`config.mk`:
```
export PLATFORM = sky130hd
export DESIGN_NAME = rpn_operand_stack_alu_top
export DESIGN_NICKNAME = d
export VERILOG_FILES = /design/src/rtl/core/rpnalu_pkg.sv /design/src/rtl/core/rpnalu_ram.sv /design/src/rtl/core/rpnalu_alu.sv /design/src/rtl/core/rpn_operand_stack_alu_top.sv
export SDC_FILE = /design/constraint.sdc
export NUM_CORES = 1
export LEC_CHECK = 0
export BUFFER_PORTS_ARGS = -buffer_cell sky130_fd_sc_hd__buf_2
export CAP_MARGIN = 20
export CORE_MARGIN = 3
export CORE_UTILIZATION = 26
export CTS_BUF_LIST = sky130_fd_sc_hd__clkbuf_8
export CTS_CLUSTER_SIZE = 25
export DETAILED_ROUTE_END_ITERATION = 10
export PLACE_DENSITY = 0.42
export SYNTH_ARGS = -nofsm -noshare
export SYNTH_HDL_FRONTEND = slang
export SYNTH_HIERARCHICAL = 1
export SYNTH_SLANG_ARGS = --single-unit
```
`constraint.sdc`:
```
create_clock -name clock -period 6.7 [get_ports clock]
set_input_delay 1.34 -clock clock [delete_from_list [all_inputs] [get_ports clock]]
set_output_delay 1.34 -clock clock [all_outputs]
set_load 0.02 [all_outputs]
```
`src/rtl/core/rpnalu_pkg.sv`:
```
// Shared types, codes and constants for the RPN operand stack calculator.
package rpnalu_pkg;

   localparam int DATA_W          = 32;
   localparam int ITER_W          = $clog2(DATA_W + 1);
   localparam int STACK_DEPTH_DEF = 16;

   localparam logic [7:0] CHAR_PLUS  = 8'h2B;
   localparam logic [7:0] CHAR_MINUS = 8'h2D;
   localparam logic [7:0] CHAR_STAR  = 8'h2A;
   localparam logic [7:0] CHAR_SLASH = 8'h2F;

   typedef enum logic [1:0] {
      REQ_PUSH  = 2'd0,
      REQ_OP    = 2'd1,
      REQ_POP   = 2'd2,
      REQ_CLEAR = 2'd3
   } req_kind_type;

   typedef enum logic [2:0] {
      ST_OK    = 3'd0,
      ST_FEW   = 3'd1,
      ST_BADOP = 3'd2,
      ST_DIV0  = 3'd3,
      ST_FULL  = 3'd4
   } status_type;

   typedef enum logic [1:0] {
      ALU_ADD,
      ALU_SUB,
      ALU_MUL,
      ALU_DIV
   } alu_op_type;

   typedef enum logic [2:0] {
      S_IDLE,
      S_POP_RD,
      S_RD_B,
      S_RD_A,
      S_EXEC,
      S_DONE
   } seq_state_type;

   typedef struct packed {
      logic       start;
      alu_op_type op;
   } alu_ctrl_type;

   typedef struct packed {
      logic busy;
      logic done;
   } alu_stat_type;

endpackage

```
`src/rtl/core/rpnalu_ram.sv`:
```
// Generic single-port-write, single-port-read RAM with registered read data.
module rpnalu_ram #(
   parameter int WIDTH = 32,
   parameter int DEPTH = 16
) (
   input  logic                     clock,
   input  logic                     wr_en,
   input  logic [$clog2(DEPTH)-1:0] wr_addr,
   input  logic [WIDTH-1:0]         wr_data,
   input  logic                     rd_en,
   input  logic [$clog2(DEPTH)-1:0] rd_addr,
   output logic [WIDTH-1:0]         rd_data
);

   logic [WIDTH-1:0] mem_ff [DEPTH];
   logic [WIDTH-1:0] rd_data_ff;

   always_ff @(posedge clock) begin
      if (wr_en) begin
         mem_ff[wr_addr] <= wr_data;
      end
      if (rd_en) begin
         rd_data_ff <= mem_ff[rd_addr];
      end
   end

   assign rd_data = rd_data_ff;

endmodule

```
`src/rtl/core/rpnalu_alu.sv`:
```
// Iterative ALU: one shared adder serves add, subtract, shift-add multiply and restoring divide.
module rpnalu_alu (
   input  logic                                clock,
   input  logic                                reset,
   input  rpnalu_pkg::alu_ctrl_type            ctrl,
   input  logic [rpnalu_pkg::DATA_W-1:0]       opnd_a,
   input  logic [rpnalu_pkg::DATA_W-1:0]       opnd_b,
   output rpnalu_pkg::alu_stat_type            stat,
   output logic [rpnalu_pkg::DATA_W-1:0]       result
);
   import rpnalu_pkg::*;

   localparam int SUM_W = DATA_W + 2;

   logic                busy_ff, busy_in;
   logic                done_ff, done_in;
   alu_op_type          op_ff, op_in;
   logic                neg_ff, neg_in;
   logic [ITER_W-1:0]   cnt_ff, cnt_in;
   logic [DATA_W-1:0]   acc_ff, acc_in;
   logic [DATA_W-1:0]   opnd_ff, opnd_in;
   logic [DATA_W-1:0]   q_ff, q_in;
   logic [DATA_W-1:0]   res_ff, res_in;

   logic [SUM_W-1:0]    add_x, add_y, sum;
   logic                add_cin;
   logic [DATA_W:0]     rem_sh;
   logic                borrow;
   logic [DATA_W-1:0]   mag_a, mag_b;

   assign rem_sh = {acc_ff, q_ff[DATA_W-1]};
   assign sum    = add_x + add_y + SUM_W'(add_cin);
   assign borrow = sum[SUM_W-1];
   assign mag_a  = opnd_a[DATA_W-1] ? (~opnd_a + DATA_W'(1)) : opnd_a;
   assign mag_b  = opnd_b[DATA_W-1] ? (~opnd_b + DATA_W'(1)) : opnd_b;

   // operand selection for the shared adder
   always_comb begin
      add_x   = '0;
      add_y   = '0;
      add_cin = 1'b0;
      if (busy_ff) begin
         unique case (op_ff)
            ALU_MUL: begin
               add_x = {2'b00, acc_ff};
               add_y = q_ff[0] ? {2'b00, opnd_ff} : '0;
            end
            ALU_DIV: begin
               add_x   = {1'b0, rem_sh};
               add_y   = ~{2'b00, opnd_ff};
               add_cin = 1'b1;
            end
            default: begin
               add_x = '0;
            end
         endcase
      end else begin
         unique case (ctrl.op)
            ALU_ADD: begin
               add_x = {2'b00, opnd_a};
               add_y = {2'b00, opnd_b};
            end
            ALU_SUB: begin
               add_x   = {2'b00, opnd_a};
               add_y   = ~{2'b00, opnd_b};
               add_cin = 1'b1;
            end
            default: begin
               add_x = '0;
            end
         endcase
      end
   end

   always_comb begin
      busy_in = busy_ff;
      done_in = 1'b0;
      op_in   = op_ff;
      neg_in  = neg_ff;
      cnt_in  = cnt_ff;
      acc_in  = acc_ff;
      opnd_in = opnd_ff;
      q_in    = q_ff;
      res_in  = res_ff;
      if (busy_ff) begin
         cnt_in = cnt_ff - ITER_W'(1);
         unique case (op_ff)
            ALU_MUL: begin
               acc_in  = sum[DATA_W-1:0];
               opnd_in = {opnd_ff[DATA_W-2:0], 1'b0};
               q_in    = {1'b0, q_ff[DATA_W-1:1]};
            end
            ALU_DIV: begin
               acc_in = borrow ? rem_sh[DATA_W-1:0] : sum[DATA_W-1:0];
               q_in   = {q_ff[DATA_W-2:0], ~borrow};
            end
            default: begin
               acc_in = acc_ff;
            end
         endcase
         if (cnt_ff == ITER_W'(1)) begin
            busy_in = 1'b0;
            done_in = 1'b1;
            if (op_ff == ALU_MUL) begin
               res_in = acc_in;
            end else begin
               res_in = neg_ff ? (~q_in + DATA_W'(1)) : q_in;
            end
         end
      end else if (ctrl.start) begin
         op_in = ctrl.op;
         unique case (ctrl.op)
            ALU_ADD, ALU_SUB: begin
               res_in  = sum[DATA_W-1:0];
               done_in = 1'b1;
            end
            ALU_MUL: begin
               acc_in  = '0;
               opnd_in = opnd_a;
               q_in    = opnd_b;
               cnt_in  = ITER_W'(DATA_W);
               busy_in = 1'b1;
            end
            ALU_DIV: begin
               acc_in  = '0;
               opnd_in = mag_b;
               q_in    = mag_a;
               neg_in  = opnd_a[DATA_W-1] ^ opnd_b[DATA_W-1];
               cnt_in  = ITER_W'(DATA_W);
               busy_in = 1'b1;
            end
         endcase
      end
   end

   always_ff @(posedge clock) begin
      if (reset) begin
         busy_ff <= 1'b0;
         done_ff <= 1'b0;
      end else begin
         busy_ff <= busy_in;
         done_ff <= done_in;
      end
      op_ff   <= op_in;
      neg_ff  <= neg_in;
      cnt_ff  <= cnt_in;
      acc_ff  <= acc_in;
      opnd_ff <= opnd_in;
      q_ff    <= q_in;
      res_ff  <= res_in;
   end

   assign stat.busy = busy_ff;
   assign stat.done = done_ff;
   assign result    = res_ff;

   a_no_start_busy: assert property (@(posedge clock) disable iff (reset)
      busy_ff |-> !ctrl.start)
      else $error("alu started while busy");

   a_done_ends_busy: assert property (@(posedge clock) disable iff (reset)
      done_ff |-> !busy_ff)
      else $error("alu done while still iterating");

   a_iter_count: assert property (@(posedge clock) disable iff (reset)
      busy_ff |-> (cnt_ff != '0))
      else $error("alu iteration count ran out while busy");

endmodule

```
`src/rtl/core/rpn_operand_stack_alu_top.sv`:
```
// Top level of the RPN operand stack calculator: request sequencer, stack RAM and ALU.
//
// One request is handled at a time; req_stall is high while a request is in progress.
// A push, a clear, or a request rejected for stack depth or operator goes straight to the
// response state; a pop first reads the top entry; an operator reads both operands from the
// stack RAM, then reports a division by zero or runs the shared ALU, * and / in its 32-step
// shift-add and restoring-divide steps. The result waits in an output register, so the block
// takes the next request while it is stalled; a further result is held back until that
// register is free. The stack is a RAM of STACK_DEPTH entries with a top count; its
// contents are undefined after reset and only entries below the count are ever read.
module rpn_operand_stack_alu_top #(
   parameter int STACK_DEPTH = rpnalu_pkg::STACK_DEPTH_DEF
) (
   input  logic                          clock,
   input  logic                          reset,
   input  logic                          req_valid,
   output logic                          req_stall,
   input  logic [1:0]                    req_type,
   input  logic signed [rpnalu_pkg::DATA_W-1:0] req_push_value,
   input  logic [7:0]                    req_op_char,
   output logic                          rsp_valid,
   input  logic                          rsp_stall,
   output logic                          rsp_ok,
   output logic signed [rpnalu_pkg::DATA_W-1:0] rsp_pop_data,
   output logic [2:0]                    rsp_status,
   output logic                          rsp_is_empty
);
   import rpnalu_pkg::*;

   localparam int ADDR_W = $clog2(STACK_DEPTH);
   localparam int CNT_W  = $clog2(STACK_DEPTH + 1);

   seq_state_type      state_ff, state_in;
   logic [CNT_W-1:0]   count_ff, count_in;
   logic [DATA_W-1:0]  b_ff, b_in;
   alu_op_type         op_ff, op_in;
   logic               pend_ok_ff, pend_ok_in;
   logic [DATA_W-1:0]  pend_data_ff, pend_data_in;
   status_type         pend_status_ff, pend_status_in;
   logic               rsp_valid_ff, rsp_valid_in;
   logic               rsp_ok_ff, rsp_ok_in;
   logic [DATA_W-1:0]  rsp_data_ff, rsp_data_in;
   status_type         rsp_status_ff, rsp_status_in;
   logic               rsp_empty_ff, rsp_empty_in;

   logic               accept;
   logic               full;
   logic               op_known;
   alu_op_type         op_dec;
   logic [CNT_W-1:0]   count_m1, count_m2;

   logic               wr_en, rd_en;
   logic [ADDR_W-1:0]  wr_addr, rd_addr;
   logic [DATA_W-1:0]  wr_data, rd_data;

   alu_ctrl_type       alu_ctrl;
   alu_stat_type       alu_stat;
   logic [DATA_W-1:0]  alu_result;

   rpnalu_ram #(
      .WIDTH (DATA_W),
      .DEPTH (STACK_DEPTH)
   ) u_stack (
      .clock   (clock),
      .wr_en   (wr_en),
      .wr_addr (wr_addr),
      .wr_data (wr_data),
      .rd_en   (rd_en),
      .rd_addr (rd_addr),
      .rd_data (rd_data)
   );

   rpnalu_alu u_alu (
      .clock  (clock),
      .reset  (reset),
      .ctrl   (alu_ctrl),
      .opnd_a (rd_data),
      .opnd_b (b_ff),
      .stat   (alu_stat),
      .result (alu_result)
   );

   assign req_stall = (state_ff != S_IDLE);
   assign accept    = req_valid && !req_stall;
   assign full      = (count_ff == CNT_W'(STACK_DEPTH));
   assign count_m1  = count_ff - CNT_W'(1);
   assign count_m2  = count_ff - CNT_W'(2);

   always_comb begin
      op_known = 1'b1;
      op_dec   = ALU_ADD;
      unique case (req_op_char)
         CHAR_PLUS:  op_dec = ALU_ADD;
         CHAR_MINUS: op_dec = ALU_SUB;
         CHAR_STAR:  op_dec = ALU_MUL;
         CHAR_SLASH: op_dec = ALU_DIV;
         default:    op_known = 1'b0;
      endcase
   end

   always_comb begin
      state_in       = state_ff;
      count_in       = count_ff;
      b_in           = b_ff;
      op_in          = op_ff;
      pend_ok_in     = pend_ok_ff;
      pend_data_in   = pend_data_ff;
      pend_status_in = pend_status_ff;
      rsp_valid_in   = rsp_valid_ff && rsp_stall;
      rsp_ok_in      = rsp_ok_ff;
      rsp_data_in    = rsp_data_ff;
      rsp_status_in  = rsp_status_ff;
      rsp_empty_in   = rsp_empty_ff;
      wr_en          = 1'b0;
      wr_addr        = count_ff[ADDR_W-1:0];
      wr_data        = req_push_value;
      rd_en          = 1'b0;
      rd_addr        = count_m1[ADDR_W-1:0];
      alu_ctrl.start = 1'b0;
      alu_ctrl.op    = op_ff;

      unique case (state_ff)
         S_IDLE: begin
            if (accept) begin
               pend_ok_in     = 1'b0;
               pend_data_in   = '0;
               pend_status_in = ST_OK;
               state_in       = S_DONE;
               unique case (req_kind_type'(req_type))
                  REQ_PUSH: begin
                     if (full) begin
                        pend_status_in = ST_FULL;
                     end else begin
                        wr_en      = 1'b1;
                        count_in   = count_ff + CNT_W'(1);
                        pend_ok_in = 1'b1;
                     end
                  end
                  REQ_OP: begin
                     if (count_ff < CNT_W'(2)) begin
                        pend_status_in = ST_FEW;
                     end else if (!op_known) begin
                        pend_status_in = ST_BADOP;
                     end else begin
                        op_in    = op_dec;
                        rd_en    = 1'b1;
                        state_in = S_RD_B;
                     end
                  end
                  REQ_POP: begin
                     if (count_ff == '0) begin
                        pend_status_in = ST_FEW;
                     end else begin
                        rd_en    = 1'b1;
                        count_in = count_m1;
                        state_in = S_POP_RD;
                     end
                  end
                  REQ_CLEAR: begin
                     count_in   = '0;
                     pend_ok_in = 1'b1;
                  end
               endcase
            end
         end
         S_POP_RD: begin
            pend_data_in = rd_data;
            pend_ok_in   = 1'b1;
            state_in     = S_DONE;
         end
         S_RD_B: begin
            b_in     = rd_data;
            rd_en    = 1'b1;
            rd_addr  = count_m2[ADDR_W-1:0];
            state_in = S_RD_A;
         end
         S_RD_A: begin
            if ((op_ff == ALU_DIV) && (b_ff == '0)) begin
               pend_status_in = ST_DIV0;
               state_in       = S_DONE;
            end else begin
               alu_ctrl.start = 1'b1;
               state_in       = S_EXEC;
            end
         end
         S_EXEC: begin
            if (alu_stat.done) begin
               wr_en      = 1'b1;
               wr_addr    = count_m2[ADDR_W-1:0];
               wr_data    = alu_result;
               count_in   = count_m1;
               pend_ok_in = 1'b1;
               state_in   = S_DONE;
            end
         end
         S_DONE: begin
            if (!rsp_valid_ff || !rsp_stall) begin
               rsp_valid_in  = 1'b1;
               rsp_ok_in     = pend_ok_ff;
               rsp_data_in   = pend_data_ff;
               rsp_status_in = pend_status_ff;
               rsp_empty_in  = (count_ff == '0);
               state_in      = S_IDLE;
            end
         end
         default: begin
            state_in = S_IDLE;
         end
      endcase
   end

   always_ff @(posedge clock) begin
      if (reset) begin
         state_ff     <= S_IDLE;
         count_ff     <= '0;
         rsp_valid_ff <= 1'b0;
      end else begin
         state_ff     <= state_in;
         count_ff     <= count_in;
         rsp_valid_ff <= rsp_valid_in;
      end
      b_ff           <= b_in;
      op_ff          <= op_in;
      pend_ok_ff     <= pend_ok_in;
      pend_data_ff   <= pend_data_in;
      pend_status_ff <= pend_status_in;
      rsp_ok_ff      <= rsp_ok_in;
      rsp_data_ff    <= rsp_data_in;
      rsp_status_ff  <= rsp_status_in;
      rsp_empty_ff   <= rsp_empty_in;
   end

   assign rsp_valid    = rsp_valid_ff;
   assign rsp_ok       = rsp_ok_ff;
   assign rsp_pop_data = rsp_data_ff;
   assign rsp_status   = rsp_status_ff;
   assign rsp_is_empty = rsp_empty_ff;

   a_count_bound: assert property (@(posedge clock) disable iff (reset)
      count_ff <= CNT_W'(STACK_DEPTH))
      else $error("stack count beyond depth");

   a_ok_status: assert property (@(posedge clock) disable iff (reset)
      rsp_valid_ff |-> (rsp_ok_ff == (rsp_status_ff == ST_OK)))
      else $error("ok flag disagrees with status");

   a_data_only_ok: assert property (@(posedge clock) disable iff (reset)
      (rsp_valid_ff && (rsp_data_ff != '0)) |-> rsp_ok_ff)
      else $error("pop data on a failed request");

   a_alu_done_in_exec: assert property (@(posedge clock) disable iff (reset)
      alu_stat.done |-> (state_ff == S_EXEC))
      else $error("alu result outside execute state");

endmodule
```
# After elaboration in Yosys (flattened, before gate mapping)
# Memories as Yosys holds them, arrays and structs flattened. A register that Yosys moved wholly into a read port is not among the register bits.
# Index checks and enable logic that the tools add are counted.
# word_totals
ramBits	512
reg_bits	255
n_memories	1
input_bits	46
output_inout_bits	39
# op_classes
muxes	96
n_bitwise	9
n_addsub	9
n_lt_le_gt_ge	1
n_eq_ne	28
n_reduce_logical	37
# memory_table
memory	words	width	rd	rd_ports_with_merged_regs	wr	line_no	rtl
u_stack.mem_ff	16	32	1	1	1	rpnalu_ram.sv:15	logic [WIDTH-1:0] mem_ff [DEPTH];
# ops
op	count
$mux 32	23
$pmux 32 s2	5
$pmux 34 s2	2
$add 32x1->32 const B	3
$not 32->32	3
$mux 34	2
$not 32->34	2
$pmux 33 s2	1
$add 34x1->34	1
$add 34x34->34	1
$eq 8x6->1 const B	4
$logic_not 32->1	1
$mux 1	30
$mux 3	9
$mux 5	4
$mux 6	3
$pmux 3 s6	1
$reduce_and 3->1	6
$pmux 5 s3	1
$eq 2x2->1 const B	6
$mux 4	3
$pmux 3 s2	2
$reduce_bool 2->1	6
$ne 2x2->1 const B	5
34 further kinds	56

# Depth between registers and ports, before layout
# Gate-level depths: netlist of run 1.
# logic_depth
depth_word	15
mapped_depth	27
mapped_depth_nobuf	17

# Hierarchy
# Netlist of run 1, hierarchy kept.
# modules_own_cells
module	instances	area_per_inst_um2	cells_each
rpnalu_ram	1	20174.3	838
rpnalu_alu	1	12912.4	1538
rpn_operand_stack_alu_top	1	5054.8	339

# Least setup slack after synthesis of run 1
# No wires, ideal clock.
# synth_timing
path_kind	register -> register
startpoint	reg u_alu.op_ff[1]
endpoint	reg u_alu.res_ff[28] (netlist: u_alu/result[28]), data pin
period_less_slack_ps	5937
t_arrival_ps	5661
path_stages_with_launch	28
setup_slack_ps	763
setup_time_ps	276
path_buffers	10
cell_sequence	edfxtp_1 -> buf_2 -> buf_4 -> buf_2 -> buf_2 -> buf_4 -> clkbuf_1 -> clkbuf_1 -> nand2_1 -> nor2_1 -> clkbuf_1 -> a22oi_1 -> o21ai_0 -> ha_1 -> o21a_1 -> a211oi_1 -> or4_1 -> buf_2 -> a211oi_2 -> mux2i_1 -> buf_2 -> nor2_1 -> ha_1 -> nand4_1 -> o31a_1 -> o21a_1 -> o221ai_1 -> a22oi_1
# synth_between
elab_chain_len	14
# synth_rtl
element	line_no	rtl
from (decl)	rpnalu_alu.sv:17	alu_op_type op_ff, op_in;
from (signal assigned)	rpnalu_alu.sv:144	op_ff <= op_in;
$eq 2x2->1 (on tied branches)	rpnalu_alu.sv:43, rpnalu_alu.sv:87, rpnalu_alu.sv:104	
$pmux 33 s2 / $pmux 34 s2 (equally long branches)	rpnalu_alu.sv:43	unique case (op_ff)
$mux 34	rpnalu_alu.sv:42	if (busy_ff) begin
$add 34x34->34	rpnalu_alu.sv:32	assign sum = add_x + add_y + SUM_W'(add_cin);
$add 34x1->34	rpnalu_alu.sv:32	
$not 1->1	rpnalu_alu.sv:95	q_in = {q_ff[DATA_W-2:0], ~borrow};
$pmux 32 s2	rpnalu_alu.sv:87	unique case (op_ff)
$mux 32	rpnalu_alu.sv:85	if (busy_ff) begin
$not 32->32	rpnalu_alu.sv:107	res_in = neg_ff ? (~q_in + DATA_W'(1)) : q_in;
$add 32x1->32	rpnalu_alu.sv:107	
$mux 32	rpnalu_alu.sv:107	
$mux 32	rpnalu_alu.sv:104	if (op_ff == ALU_MUL) begin
$mux 32	rpnalu_alu.sv:101	if (cnt_ff == ITER_W'(1)) begin
$mux 32 (*)	rpnalu_alu.sv:85	
via u_alu.res_in[28]	rpnalu_alu.sv:23	logic [DATA_W-1:0] res_ff, res_in;
to (signal assigned)	rpnalu_alu.sv:150	res_ff <= res_in;
to (decl)	rpnalu_alu.sv:23	
# Mark *: on every way through the listed nets, which the timed path passes. The rest lies on a longest branch. The select of a mux whose other input is x is not followed.
# A chain may end at the register's enable or synchronous reset.

# Worst setup path in the final report of run 1
# layout_timing
startpoint	reg u_alu.op_ff[0]
endpoint	reg u_alu.res_ff[28] (netlist: u_alu/result[28]), data pin
# Same word-level chain as after synthesis.

==> results of run 1 <==
critical path: cells and delay by family, from the launching register on:
| family | cells | cell delay [ns] |
|---|---|---|
| and+or+nand+nor | 4 | 1.73 |
| DFF | 1 | 0.84 |
| muxes | 1 | 0.20 |
| buffers and inverters | 3 | 0.70 |
| adders and majority gates | 2 | 0.67 |
| AOI/OAI and AO/OA | 8 | 1.82 |
worst max-delay path by stage:
| stage | from | end | slack [ns] | cells past startpoint |
|---|---|---|---|---|
| final | u_alu/op_ff[0] | u_alu/result[28] | 0.39 | 18 |
| after global routing | u_alu/op_ff[0] | u_alu/result[28] | 0.11 | 18 |
| after CTS | u_alu/op_ff[0] | u_alu/result[28] | 0.55 | 18 |
| after detailed placement | u_alu/op_ff[0] | u_alu/result[28] | 0.63 | 18 |
| after global placement | u_alu/op_ff[0] | u_alu/result[28] | 0.77 | 18 |
| after floorplan | u_alu/op_ff[1] | u_alu/result[28] | 0.76 | 27 |
through the flow:
stage	setup WS, ns	hold slack [ns]	util [%]
2_1_floorplan	0.7633	0.4003	-
3_3_place_gp	0.7721	0.4065	28.40
3_5_place_dp	0.6277	0.4057	28.44
4_1_cts	0.5513	0.4087	30.30
5_1_grt	0.1146	0.4215	30.30
6_report	0.3897	0.4164	30.31
placed cells by master (no fill, tap or decap), types with 34 or more instances in the layout:
cell and count:
xnor2_1 81, o31ai_1 39, mux2_2 34, o22ai_1 46, nand2_1 222, inv_1 71, and2_1 49, buf_4 94
nor2_1 129, ha_1 47, mux4_2 128, xor2_1 70, buf_2 84, a22oi_1 106, clkinv_1 43, mux2i_1 104
a21oi_1 142, edfxtp_1 788, clkbuf_8 148, o21ai_0 134
power breakdown:
part / internal [W] / switching [W]
sequential: 0.00564 / 0.0000550
clock: 0.00226 / 0.00210
combinational: 0.000513 / 0.000868
routing by layer:
metal / vias to the layer above / track usage [%] / share of wire, %
met5: - / 0 / 0
met4: 0 / 6.229 / 3.3
met3: 235 / 3.303 / 5.8
met2: 941 / 28.00 / 48
met1: 12820 / 22.46 / 43
li1: 10940 / - / -
area by class of cell:
type / instances / share of cell area (%)
repair buffers: 184 / 2.842
inverters: 34 / 0.2910
clock inverters: 112 / 1.495
multi-input cells: 1696 / 30.81
clock buffers: 148 / 4.645
flip-flops and latches: 799 / 54.47
diodes: 4 / 0.02282
well taps: 1903 / 5.429
state kept, by name (all words and copies together), names as in the netlist, 6 cells and up:
name and count:
pend_data_ff 32, u_stack/mem_ff 512, b_ff 32, u_alu/result 32
u_alu/cnt_ff 6, u_alu/q_ff 32, rsp_pop_data 32, u_alu/acc_ff 32
u_alu/opnd_ff 32, u_stack/rd_data 32
==> metrics.txt, run 1 <==
final setup fails=0; Area growth syn-to-layout=15.00%; status=complete, no violations; critical path's largest stage delay=0.84 ns; Arr. time, crit path=6.83 ns; wirelength, routed=130.7 mm; largest net degree at the start of global routing=101; maximum vdd drop=0.0001196 V; worst slew pin tran=1.116 ns; crit path launch type=flop; synth warn=6; buffers added on ports=84; Hold Violations, Final=0; Die Span X=389.0 µm; vias in the first global route=25410; Pins Over Slew Limit=0; Crit-path slowest cell=edfxtp_1; Clock Skew=0.05453 ns; total gr overflow=0; Placed Cells incl. Taps=4616; Post CTS Setup Buffer Count=0; # resized after CTS=0; CORE AREA=144700 µm²; number of antenna violations at the first check in global routing=20; Worst Hold Path EP=rsp_status[0]; IO Pins=85; first-pass GRT wire length=186.9 mm; drt drc=0; Tot Pwr=0.01144 W; design area=43860 µm²; Die ar.=151300 µm²; Clk Tree Root Cell=clkbuf_8; Hold WC Path Type=reg -> reg; Setup TNS=0 ns; hold buffers post-CTS=0; r2r endpoint=u_alu/result[28]; CP max FO=30; Non-Filler Instances=4880; starting density of the core=26.35%; worst hold path startpoint=pend_status_ff[0]; CTS clk-pin slew, worst paths=0.06 ns; placed wire-length estimate=83.75 mm; Reg2Reg Setup Slack=0.39 ns; Tot GR Track Use=17.08%; R2R depth=18; layout cells sized above 1=19.74%; synthesized area=38130 µm²; vias after detailed routing=24940; syn avg cell area=14.05 µm²; # clock sinks=799; CTS tree=built; WL/cell=26.79 µm; minimum clock period=6.310 ns; Hold Path Depth=0; nets@finish=2954; Max clock buf depth=3; 1st-pass router iterations=6; Leakage=14.74 nW; pwr dens=260.9 nW/µm²; Max Cap Violations=0; Mapped Cells=2714; Via-to-Cell Ratio=5.110; TritonCTS Buffers=144; fillers=14580; GP Congestion=0.8958; RSZ-0062 raised after global routing=false; # H-tree levels=4; CP required=7.22 ns; Placed Area=41150 µm²; ordered cell list for the critical path=and3_1 > buf_4 > a21oi_2 > inv_1 > fa_1 > a211o_1 > a211oi_1 > or4_1 > buf_4 > a211oi_2 > mux2i_1 > nor2_1 > ha_1 > nand4_1 > o31a_1 > o21a_1 > o221ai_1 > a22oi_1; multi-input logic area=13510 µm²; cell mode on critical path=buf_4; Site Rows=139; Setup CP Type=reg -> reg; Post-DRT Antenna Nets=0; fin crit share=94.18%; Reg area=23890 µm²; Fmax=158.5 MHz; initial DRC count=2392; Worst setup EP type=flop; die height=389.0 µm; Crit Reg-Reg Startpoint=u_alu/op_ff[0]; Clk Latency, worst-skew pair=0.85 ns; relative slew slack=25.59%; Post-Syn Nets=2809
Note: power is estimated with default switching activity, not from simulation.
==> run 2: changes to the inputs <==
--- a/config.mk
+++ b/config.mk
@@ -5,6 +5,7 @@
 export SDC_FILE = /design/constraint.sdc
 export NUM_CORES = 1
 export LEC_CHECK = 0
+export ABC_AREA = 1
 export BUFFER_PORTS_ARGS = -buffer_cell sky130_fd_sc_hd__buf_2
 export CAP_MARGIN = 20
 export CORE_MARGIN = 3
==> run 2 against run 1 <==
  * Global-route usage up 1.9 points
  * Die area up 9.4%
  * Via count up 34%
  * Largest cell class unchanged
  * Setup slack better by 0.50 ns
  * Critical endpoint is now u_alu/result[30]
  * Combinational power rose to 3.1 times the previous value
==> metrics.txt, run 2 <==
placed wire-length estimate=104.5 mm (+25%); layout cells sized above 1=8.934% (-11 points); number of antenna violations at the first check in global routing=5 (-75%); Tot GR Track Use=19.02% (+1.9 points); Die Span X=406.9 µm (+4.6%); fillers=16880 (+16%); Clk Tree Root Cell=clkbuf_8; crit path launch type=flop; cell mode on critical path=nand2_1; die height=406.9 µm (+4.6%); commonest cells after routing, fill and taps aside=1253 x nand2_1, 788 x edfxtp_1, 715 x inv_1; IO Pins=85 (unchanged); GR Layer Usage met1=25.98% (+3.5 points); fin crit share=86.71% (-7.5 points); CORE AREA=158900 µm² (+9.8%); Hold Violations, Final=0 (unchanged); syn avg cell area=8.975 µm² (-36%); wirelength, routed=159.3 mm (+22%); nets@finish=4838 (+64%); most used routing layer=met2; relative slew slack=27.67% (+2.1 points); minimum clock period=5.809 ns (-0.5009 ns); buffers added on ports=84 (unchanged); number of flip-flops under the largest register name=512 (unchanged); Max Cap Violations=0 (unchanged); synth warn=6 (unchanged); Arr. time, crit path=6.45 ns (-0.38 ns); fin util=29.75% (-0.55 points); Leakage=19.42 nW (+32%); GP Congestion=0.9832 (+9.8%); Crit-path slowest cell=edfxtp_1; first-pass GRT wire length=227.9 mm (+22%); Fmax=172.1 MHz (+8.6%); drt drc=0 (unchanged); # clock sinks=799 (unchanged); met3 Use GR=3.782% (+0.48 points); total gr overflow=0 (unchanged); Post-Syn Nets=4750 (+69%); status=complete, no violations; synthesized area=41780 µm² (+9.6%); maximum vdd drop=0.0002483 V (+110%); Mapped Cells=4655 (+72%); largest net degree at the start of global routing=146 (+45%); Via-to-Cell Ratio=4.822 (-5.6%); 1st-pass router iterations=6 (unchanged); Die ar.=165500 µm² (+9.4%); initial DRC count=3235 (+35%); Site Rows=146 (+5.0%); CP max FO=43 (+43%); # H-tree levels=4 (unchanged); Clock Skew=0.07128 ns (+0.01675 ns); Post-DRT Antenna Nets=0 (unchanged); grt met2 use=30.39% (+2.4 points); Hold WC Path Type=reg -> reg; Setup CP Type=reg -> reg; TritonCTS Buffers=149 (+3.5%); hold buffers post-CTS=0 (unchanged); starting density of the core=26.29% (-0.065 points); Reg with most FFs=u_stack/mem_ff; Setup TNS=0 ns (unchanged); Non-Filler Instances=6935 (+42%); Pins Over Slew Limit=0 (unchanged); Max clock buf depth=3 (unchanged); CTS tree=built; vias after detailed routing=33440 (+34%); pwr dens=316.6 nW/µm² (+21%); Clk Latency, worst-skew pair=0.93 ns (+0.08 ns); CTS clk-pin slew, worst paths=0.06 ns (about the same); Placed Cells incl. Taps=6664 (+44%); # resized after CTS=0 (unchanged); CP required=7.34 ns (+0.12 ns); worst slew pin tran=1.081 ns (-0.03511 ns); Worst setup EP type=flop; vias in the first global route=31810 (+25%); RSZ-0062 raised after global routing=false; Area growth syn-to-layout=13.18%; most common cell after layout, fill and taps aside=nand2_1; Post CTS Setup Buffer Count=0 (unchanged); critical path's largest stage delay=0.72 ns (-0.12 ns); WL/cell=22.97 µm (-14%); final setup fails=0 (unchanged)
-- run 2: layer usage --
metal,vias to the layer above,routed length [µm]
li1,15720,-
met1,16270,70770
met2,1222,72990
met3,223,11200
met4,2,4299
met5,-,13
-- run 2: metrics by stage --
stage / total power [W] / cell area, µm² / hold slack, ns / worst slack (ns)
5_1_grt: 0.01583 / 47280 / 0.4230 / 0.5891
3_3_place_gp: 0.01057 / 44440 / 0.4034 / 1.141
3_5_place_dp: 0.01056 / 44460 / 0.4054 / 1.100
2_1_floorplan: 0.008856 / 41780 / 0.4003 / 0.7758
4_1_cts: 0.01526 / 47270 / 0.4115 / 1.080
6_report: 0.01497 / 47290 / 0.4175 / 0.8906
-- run 2: power breakdown --
group          total, W  leakage, nW  internal, W  switching, W
clock network   0.00460         1.63      0.00233       0.00227
logic           0.00433         10.6      0.00111       0.00322
registers       0.00604         7.23      0.00589      0.000147
total            0.0150         19.4      0.00933       0.00564
-- run 2: final timing paths --
| check | slack (ns) | depth (start not counted) | startpoint | to |
|---|---|---|---|---|
| setup / recovery | 0.89 | 28 | u_alu/op_ff[0] | u_alu/result[30] |
| hold / removal | 0.42 | 0 | pend_data_ff[16] | rsp_pop_data[16] |
| hold reg to reg | 0.42 | 0 | pend_data_ff[16] | rsp_pop_data[16] |
| setup reg to reg | 0.89 | 28 | u_alu/op_ff[0] | u_alu/result[30] |
-- run 2: final cells by class --
type                    instances  area, µm²  area share (%)
multi-input cells            2944      14310           30.27
diodes                          5      12.51         0.02646
flip-flops and latches        799      23890           50.51
well taps                    2072       2592           5.483
inverters                     682       2576           5.448
clock buffers                 151       2078           4.395
clock inverters               115      733.2           1.551
repair buffers                167       1094           2.313
-- run 2: critical path, delay by kind of cell (launching register included) --
family	cells	cell delay [ns]
fa+ha+maj	2	0.48
buf+inv	4	0.81
flops	1	0.72
compound gates	6	1.07
simple gates	16	2.41
